### src/design/mau_pkg.sv
// Package for the modular arithmetic unit: payload structs, operation codes,
// sequencer states. No dependencies.
`default_nettype none
package mau_pkg;
	localparam int unsigned DEF_WIDTH = 32;

	typedef enum logic [2:0] {
		OP_REDUCE = 3'd0, OP_ADD = 3'd1, OP_SUB = 3'd2, OP_MUL = 3'd3,
		OP_DIV = 3'd4, OP_NEG = 3'd5, OP_INV = 3'd6, OP_EQ = 3'd7
	} op_t;

	typedef struct packed {
		logic [2:0]  operation;
		logic [31:0] operand_a;
		logic [31:0] operand_b;
		logic [63:0] signed_value;
	} in_item_t;

	typedef struct packed {
		logic [31:0] result;
		logic        is_equal;
		logic        error_code;
	} out_item_t;

	typedef enum logic [3:0] {
		ST_IDLE, ST_RDA, ST_RDB, ST_RDS, ST_DISP, ST_EDIV, ST_EMUL, ST_ECHK,
		ST_MUL, ST_DONE
	} state_t;
endpackage
`default_nettype wire

### src/design/modular_arithmetic_unit.sv
// Modular arithmetic unit: one residue operation per command under a
// configured modulus. Depends on mau_pkg.
`default_nettype none
// The unit takes one command while busy is low and answers with a single
// done strobe in the cycle in which busy drops; the receiver cannot stall,
// and a new command may be accepted in that same cycle. Operand reduction,
// division and multiplication run through one shared restoring
// divider/shift-add step, one bit per cycle. Every command first reduces
// operand_a, operand_b and the signed value, then passes a dispatch and a
// finish state. Multiply adds a shift-add pass. Inverse adds the check state
// and, per Euclid step, a division pass, a multiply pass and another check,
// with at most about 1.44*WIDTH steps. Divide adds the same Euclid steps
// plus its final multiply, which also runs when no inverse exists.
// The modulus write is always ready.
module modular_arithmetic_unit import mau_pkg::*; #(
	parameter int unsigned WIDTH = DEF_WIDTH
) (
	input  wire logic      clk,
	input  wire logic      arst_n,
	input  wire logic      start,
	input  wire in_item_t  cmd,
	output logic           busy,
	input  wire logic      cfg_valid,
	output logic           cfg_ready,
	input  wire logic [31:0] cfg_data,
	output logic           done,
	output out_item_t      rsp
);
	localparam int unsigned CW = $clog2(64 + 1);
	typedef logic [WIDTH-1:0] w_t;

	state_t st_q, st_d;
	logic [31:0] mod_q;
	in_item_t cmd_q;
	w_t n_q, a_q, b_q, x_q, y_q, c0_q, c1_q, q_q, acc_q, mb_q, rem_q;
	logic [63:0] dv_q;
	logic [CW-1:0] cnt_q;
	logic neg_q, err_q, phase_q;
	out_item_t rsp_q;
	logic done_q;

	w_t nm;
	always_comb begin
		nm = w_t'(mod_q);
		if (nm == '0) nm = w_t'(1);
	end

	// shared step: restoring remainder bit and modular double/add
	logic [WIDTH:0] rsh, acc2;
	w_t rnext, dsor;
	logic qbit;
	always_comb begin
		dsor = (st_q == ST_EDIV) ? y_q : n_q;
		rsh = {rem_q, dv_q[63]};
		qbit = rsh >= {1'b0, dsor};
		rnext = qbit ? w_t'(rsh - {1'b0, dsor}) : w_t'(rsh);
		acc2 = {1'b0, acc_q} + {1'b0, acc_q};
		if (acc2 >= {1'b0, n_q}) acc2 = acc2 - {1'b0, n_q};
		if (mb_q[WIDTH-1]) begin
			acc2 = acc2 + {1'b0, a_q};
			if (acc2 >= {1'b0, n_q}) acc2 = acc2 - {1'b0, n_q};
		end
	end

	assign busy = (st_q != ST_IDLE);
	assign cfg_ready = 1'b1;
	assign done = done_q;
	assign rsp = rsp_q;

	always_ff @(posedge clk or negedge arst_n) begin
		if (!arst_n) st_q <= ST_IDLE;
		else st_q <= st_d;
	end

	always_comb begin
		st_d = st_q;
		unique case (st_q)
			ST_IDLE: if (start) st_d = ST_RDA;
			ST_RDA:  if (cnt_q == '0) st_d = ST_RDB;
			ST_RDB:  if (cnt_q == '0) st_d = ST_RDS;
			ST_RDS:  if (cnt_q == '0) st_d = ST_DISP;
			ST_DISP: begin
				unique case (op_t'(cmd_q.operation))
					OP_MUL: st_d = ST_MUL;
					OP_DIV, OP_INV: st_d = ST_ECHK;
					default: st_d = ST_DONE;
				endcase
			end
			ST_ECHK: st_d = (y_q == '0 || y_q == w_t'(1)) ?
				((phase_q) ? ST_MUL : ST_DONE) : ST_EDIV;
			ST_EDIV: if (cnt_q == '0) st_d = ST_EMUL;
			ST_EMUL: if (cnt_q == '0) st_d = ST_ECHK;
			ST_MUL:  if (cnt_q == '0) st_d = ST_DONE;
			ST_DONE: st_d = ST_IDLE;
			default: st_d = ST_IDLE;
		endcase
	end

	always_ff @(posedge clk or negedge arst_n) begin
		if (!arst_n) begin
			mod_q <= 32'd1;
			done_q <= 1'b0;
		end else begin
			if (cfg_valid) mod_q <= cfg_data;
			done_q <= (st_q == ST_DONE);
		end
	end

	always_ff @(posedge clk) begin
		cnt_q <= cnt_q - CW'(1);
		dv_q <= {dv_q[62:0], 1'b0};
		rem_q <= rnext;
		q_q <= {q_q[WIDTH-2:0], qbit};
		acc_q <= w_t'(acc2);
		mb_q <= {mb_q[WIDTH-2:0], 1'b0};
		unique case (st_q)
			ST_IDLE: begin
				cmd_q <= cmd;
				n_q <= nm;
				rem_q <= '0;
				dv_q <= {w_t'(cmd.operand_a), {(64-WIDTH){1'b0}}};
				cnt_q <= CW'(WIDTH - 1);
				err_q <= 1'b0;
				phase_q <= 1'b0;
			end
			ST_RDA: if (cnt_q == '0) begin
				a_q <= rnext;
				rem_q <= '0;
				dv_q <= {w_t'(cmd_q.operand_b), {(64-WIDTH){1'b0}}};
				cnt_q <= CW'(WIDTH - 1);
			end
			ST_RDB: if (cnt_q == '0) begin
				b_q <= rnext;
				rem_q <= '0;
				neg_q <= cmd_q.signed_value[63];
				dv_q <= cmd_q.signed_value[63] ? (~cmd_q.signed_value + 64'd1)
					: cmd_q.signed_value;
				cnt_q <= CW'(63);
			end
			ST_RDS: if (cnt_q == '0) x_q <= rnext;
			ST_DISP: begin
				acc_q <= '0;
				cnt_q <= CW'(WIDTH - 1);
				unique case (op_t'(cmd_q.operation))
					OP_REDUCE: x_q <= (neg_q && x_q != '0) ? n_q - x_q : x_q;
					OP_ADD: x_q <= (a_q >= n_q - b_q) ? a_q - (n_q - b_q) : a_q + b_q;
					OP_SUB: x_q <= (a_q >= b_q) ? a_q - b_q : a_q + (n_q - b_q);
					OP_NEG: x_q <= (a_q == '0) ? '0 : n_q - a_q;
					OP_MUL: mb_q <= b_q;
					OP_DIV, OP_INV: begin
						phase_q <= (op_t'(cmd_q.operation) == OP_DIV);
						y_q <= (op_t'(cmd_q.operation) == OP_DIV) ? b_q : a_q;
						x_q <= n_q;
						c0_q <= '0;
						c1_q <= (n_q == w_t'(1)) ? '0 : w_t'(1);
						if (((op_t'(cmd_q.operation) == OP_DIV) ? b_q : a_q) == '0)
							err_q <= 1'b1;
					end
					default: x_q <= '0;
				endcase
			end
			ST_ECHK: begin
				cnt_q <= CW'(WIDTH - 1);
				rem_q <= '0;
				dv_q <= {x_q, {(64-WIDTH){1'b0}}};
				acc_q <= '0;
				if (y_q == '0 || err_q) err_q <= 1'b1;
				if (y_q == w_t'(1)) mb_q <= c1_q;
				x_q <= c1_q;
			end
			ST_EDIV: if (cnt_q == '0) begin
				// q < n always since x <= n and y >= 2
				x_q <= y_q;
				y_q <= rnext;
				mb_q <= {q_q[WIDTH-2:0], qbit};
				a_q <= c1_q;
				b_q <= a_q;
				cnt_q <= CW'(WIDTH - 1);
			end
			ST_EMUL: begin
				if (cnt_q == '0) begin
					c1_q <= (c0_q >= w_t'(acc2)) ? c0_q - w_t'(acc2)
						: c0_q + (n_q - w_t'(acc2));
					c0_q <= c1_q;
					a_q <= b_q;
				end
			end
			ST_MUL: if (cnt_q == '0) x_q <= w_t'(acc2);
			ST_DONE: begin
				rsp_q.result <= 32'(err_q ? '0 : x_q);
				rsp_q.is_equal <= (op_t'(cmd_q.operation) == OP_EQ) && (a_q == b_q);
				rsp_q.error_code <= err_q;
			end
			default: ;
		endcase
		if (st_q == ST_ECHK && y_q == w_t'(1) && phase_q) acc_q <= '0;
	end

	// a_q is parked in b_q during Euclid and restored after each step, so the
	// dividend of divide survives for the final multiply.
	assert property (@(posedge clk) disable iff (!arst_n)
		done |-> !busy) else $error("done while busy");
	assert property (@(posedge clk) disable iff (!arst_n)
		(st_q == ST_IDLE && start) |=> st_q == ST_RDA) else $error("start lost");
	assert property (@(posedge clk) disable iff (!arst_n)
		done |-> !(rsp.error_code && rsp.result != '0)) else $error("err result");
	assert property (@(posedge clk) disable iff (!arst_n)
		done |-> $past(st_q) == ST_DONE) else $error("stray done");
endmodule
`default_nettype wire

### config.mk
export PLATFORM = sky130hd
export DESIGN_NAME = modular_arithmetic_unit
export DESIGN_NICKNAME = d
export VERILOG_FILES = /design/src/design/mau_pkg.sv /design/src/design/modular_arithmetic_unit.sv
export SDC_FILE = /design/constraint.sdc
export NUM_CORES = 2
export LEC_CHECK = 0
export BUFFER_PORTS_ARGS = -buffer_cell sky130_fd_sc_hd__buf_2
export CORE_AREA = 2 2 353 355
export DETAILED_ROUTE_END_ITERATION = 8
export DIE_AREA = 0 0 355 357
export GPL_ROUTABILITY_DRIVEN = 0
export PLACE_DENSITY_LB_ADDON = 0.15
export SYNTH_ARGS = -nofsm -noshare
export SYNTH_HDL_FRONTEND = slang
export SYNTH_SLANG_ARGS = --single-unit
### constraint.sdc
create_clock -name clk -period 10.42 [get_ports clk]
set_input_delay 2.084 -clock clk [delete_from_list [all_inputs] [get_ports clk]]
set_output_delay 2.084 -clock clk [all_outputs]
set_load 0.1 [all_outputs]
==> results.json <==
{
  "p_int_mw": 4.08,
  "post_drt_wl_per_cell_um": 26.7,
  "slowest_delay_ns": 0.49,
  "finalWorstPathRequiredPeriod_ns": 10.50,
  "synth.net_count": 6330,
  "end_kind": "flip-flop",
  "postSynth.topFlopCell": "sky130_fd_sc_hd__edfxtp_1",
  "yosysUniqueCellTypes": 93,
  "grt_max_degree": 93,
  "start_util": 0.397,
  "crit_path_top_delay_cell": "sky130_fd_sc_hd__fa_1",
  "area_growth_pct": 23.6,
  "vias_per_cell": 6.04,
  "root_buffer": "sky130_fd_sc_hd__clkbuf_16",
  "final_nets": 7061,
  "antenna_violating_nets_post_route": 0,
  "nFillCells": 12000,
  "pwr-share-clk": 0.510,
  "seq_power_share": 0.480,
  "crit_family": "compound AO/OA/AOI/OAI gates",
  "leakage_nw": 25.2,
  "worstPathArrival_ns": 10.91,
  "clock-sinks": 595,
  "numPortBuffers": 202,
  "synthesis.yosys.warnings": 0,
  "setup_viol": 5,
  "hold_viol_final": 0,
  "final.setup.tns_ns": -0.173,
  "finClkSkew_ns": 0.0432,
  "cts-root-to-sink-buffers": 3,
  "number_of_synthesized_flops_with_an_enable_pin": 360,
  "cts-buffers-inserted": 73,
  "grt_first_pass_wirelength_mm": 308,
  "total_power_mw": 5.29,
  "critical_path.startpoint_type": "flip-flop",
  "critical_path.max_fanout": 8,
  "cap_viol_max_count": 0,
  "synth.ff_latch_count": 595,
  "post-route-drc-count": 0,
  "layout_worst_path_cycle_share": 1.01,
  "report.final.slew_viol_count": 0,
  "critical_path_required_ns": 10.84,
  "die_area_sq_um": 127000,
  "hold_path_startpoint": "q_q[1]$_DFF_P_",
  "hold_ws_ns": 0.346,
  "slew_headroom": 0.0695,
  "setup.reg_to_reg.worst_slack_ns": -0.08,
  "io_pins": 204,
  "worst_margin_slew_ns": 1.39,
  "final.setup.worst_slack_ns": -0.0755,
  "die_height_um": 357,
  "setup_ws_pre_cts_ns": -0.830,
  "register_area_sq_um": 15700,
  "core.rowCount": 129,
  "grt.overflow.total": 0,
  "initialDrtViolationCount": 5986,
  "rsz_0062_raised_after_global_routing": "true",
  "crit_buf_inv": 12,
  "combinationalPowerShare": 0.011,
  "worst_setup_hold_path_clk_slew_ns": 0.07,
  "worst_r2r_startpoint": "n_q[27]$_SDFFCE_PN0P_",
  "first_global_vias": 46100,
  "wl_mm": 217,
  "vdd_drop_max_uv": 135,
  "pwr_density_cell_nw_per_um2": 87.6,
  "layout.cells.non_filler": 8146,
  "critPathKind": "reg -> reg",
  "max_freq_mhz": 95.3,
  "ctsHtreeMaxLevel": 3,
  "worst_setup_path_startpoint": "n_q[27]$_SDFFCE_PN0P_",
  "synth_area_per_cell_sq_um": 8.57,
  "crit_path_frequent_cell": "sky130_fd_sc_hd__buf_4",
  "die-width_um": 355,
  "route.vias.total": 49200,
  "grt_antenna_before_repair": 18,
  "place_inst": 7958,
  "power.switching_mw": 1.21,
  "core_area_sq_um": 123000,
  "power_switching_share": 0.229,
  "min_path_type": "reg -> reg",
  "syn-instance-count": 5706,
  "clock_tree_from_tritoncts": "built",
  "globalRouteTotalUtil": 0.330,
  "status": "finished with violations",
  "detailedPlacementHpwl_mm": 172,
  "final_layout_size_suffix_gt1_frac": 0.207,
  "drt-pass1-iter-count": 6,
  "area_of_the_multi_input_gates_sq_um": 32100,
  "synthesis.area_sq_um": 48900,
  "failed_checks": "setup timing",
  "clk-insertion-delay-late_ns": 0.69,
  "seq_area_frac_synth": 0.321,
  "ys_async_sr_fraction": 0.0622
}
cells by family after synthesis:
kind of cell | count (synthesis) | synth area share
and+or+nand+nor | 1631 | 0.156
adders and majority gates | 458 | 0.124
muxes | 140 | 0.0301
buffers and inverters | 616 | 0.0478
DFF | 595 | 0.321
AOI/OAI and AO/OA | 1859 | 0.248
other | 1 | 0.0000767
xor gates and xnor gates | 406 | 0.0728
worst register-to-register path, delay by kind of cell (launching register included):
family                   cells  cell delay (ns)
adder cells (fa/ha/maj)      5             1.67
buffers and inverters       12             1.79
AND/OR/NAND/NOR             10             1.53
AO/OA/AOI/OAI               18             3.85
XOR/XNOR                     1             0.17
multiplexers                 3             0.80
flip-flops                   1             0.39
cell type report:
type / instances / area share
Clock inverter: 39 / 0.00812
Inverter: 331 / 0.0207
Tap cell: 1637 / 0.0339
Timing Repair Buffer: 941 / 0.113
Antenna cell: 14 / 0.000580
Multi-Input combinational cell: 4495 / 0.531
Sequential cell: 595 / 0.260
Clock buffer: 94 / 0.0326
what timing repair did:
item	CTS	global route
hold buffers	0	0
pin swaps	30	106
setup endpoints to repair	32	32
setup buffers	13	28
resized for setup	68	167
gates cloned	2	4
power groups by stage:
| stage | sequential, mW | combinational (mW) | clock [mW] |
|---|---|---|---|
| floorplan | 2.55 | 0.0246 | 0 |
| global placement | 2.58 | 0.0556 | 0 |
| detailed placement | 2.58 | 0.0568 | 0 |
| CTS | 2.53 | 0.0572 | 2.72 |
| global route | 2.54 | 0.0621 | 2.80 |
| finish | 2.54 | 0.0570 | 2.69 |
registers in the layout, indices dropped and copies added, names as in the netlist, 31 cells and up:
signal  count
cmd_q      99
dv_q       64
rsp        34
a_q        32
acc_q      32
b_q        32
c0_q       32
c1_q       32
mb_q       32
mod_q      32
n_q        32
rem_q      32
x_q        32
y_q        32
q_q        31
synth_stat cells (all sizes together), types with 43 or more instances:
| cell | n | share of area |
|---|---|---|
| nor2 | 529 | 0.041 |
| a21oi | 519 | 0.053 |
| nand2 | 463 | 0.036 |
| ha | 414 | 0.11 |
| o21ai | 408 | 0.042 |
| edfxtp | 360 | 0.22 |
| inv | 331 | 0.025 |
| clkbuf | 256 | 0.020 |
| xnor2 | 226 | 0.040 |
| dfxtp | 198 | 0.081 |
| xor2 | 180 | 0.032 |
| a21o | 175 | 0.027 |
| nor3 | 103 | 0.011 |
| mux2i | 83 | 0.017 |
| nand3 | 79 | 0.0081 |
| o21a | 78 | 0.012 |
| and3 | 73 | 0.0093 |
| nand2b | 69 | 0.0091 |
| a22oi | 67 | 0.010 |
| nor4 | 65 | 0.0083 |
| o211ai | 60 | 0.0092 |
| mux2 | 57 | 0.013 |
| a31oi | 55 | 0.0070 |
| o21bai | 53 | 0.0081 |
| o31ai | 53 | 0.0084 |
| nand4 | 51 | 0.0065 |
| nor2b | 51 | 0.0065 |
| a221o | 50 | 0.010 |
| a211oi | 49 | 0.0075 |
| or3 | 47 | 0.0060 |
| fa | 43 | 0.018 |
per-layer routing:
| metal | track usage | part of all wire | vias to the layer above |
|---|---|---|---|
| li1 | - | - | 22500 |
| met1 | 0.410 | 0.39 | 23400 |
| met2 | 0.501 | 0.42 | 2637 |
| met3 | 0.0941 | 0.11 | 604 |
| met4 | 0.214 | 0.075 | 16 |
| met5 | 0 | 0.00046 | - |
per-stage QoR:
| step | area [sq um] | util |
|---|---|---|
| 3_3_place_gp | 56400 | 0.458 |
| 3_5_place_dp | 56400 | 0.458 |
| 4_1_cts | 59300 | 0.482 |
| 2_1_floorplan | 48900 | - |
| 5_1_grt | 60400 | 0.491 |
| 6_report | 60400 | 0.491 |
final timing paths:
check / to / cells after the start
setup / recovery: c1_q[31]$_SDFFCE_PN0P_ / 49
hold / removal: q_q[2]$_DFF_P_ / 0
setup reg to reg: c1_q[31]$_SDFFCE_PN0P_ / 49
hold reg to reg: q_q[2]$_DFF_P_ / 0
max in group asynchronous: st_q[1]$_DFFE_PN0P_ / 1
min in group asynchronous: mod_q[30]$_DFFE_PN0P_ / 1
cells in the final DEF (no fill, tap or decap), types with 77 or more instances in the layout:
cell type	netlist	layout
sky130_fd_sc_hd__o21ai_0	406	385
sky130_fd_sc_hd__nand2_1	463	457
sky130_fd_sc_hd__xor2_1	180	179
sky130_fd_sc_hd__buf_2	0	202
sky130_fd_sc_hd__a21o_1	175	174
sky130_fd_sc_hd__dfxtp_1	198	197
sky130_fd_sc_hd__clkbuf_16	0	79
sky130_fd_sc_hd__buf_4	1	712
sky130_fd_sc_hd__ha_1	414	393
sky130_fd_sc_hd__nor2_1	529	502
sky130_fd_sc_hd__xnor2_1	226	223
sky130_fd_sc_hd__o21a_1	78	77
sky130_fd_sc_hd__nor3_1	103	93
sky130_fd_sc_hd__edfxtp_1	360	360
sky130_fd_sc_hd__a21oi_1	519	488
sky130_fd_sc_hd__inv_1	330	327
No activity file was read; power rests on OpenSTA's default activity.
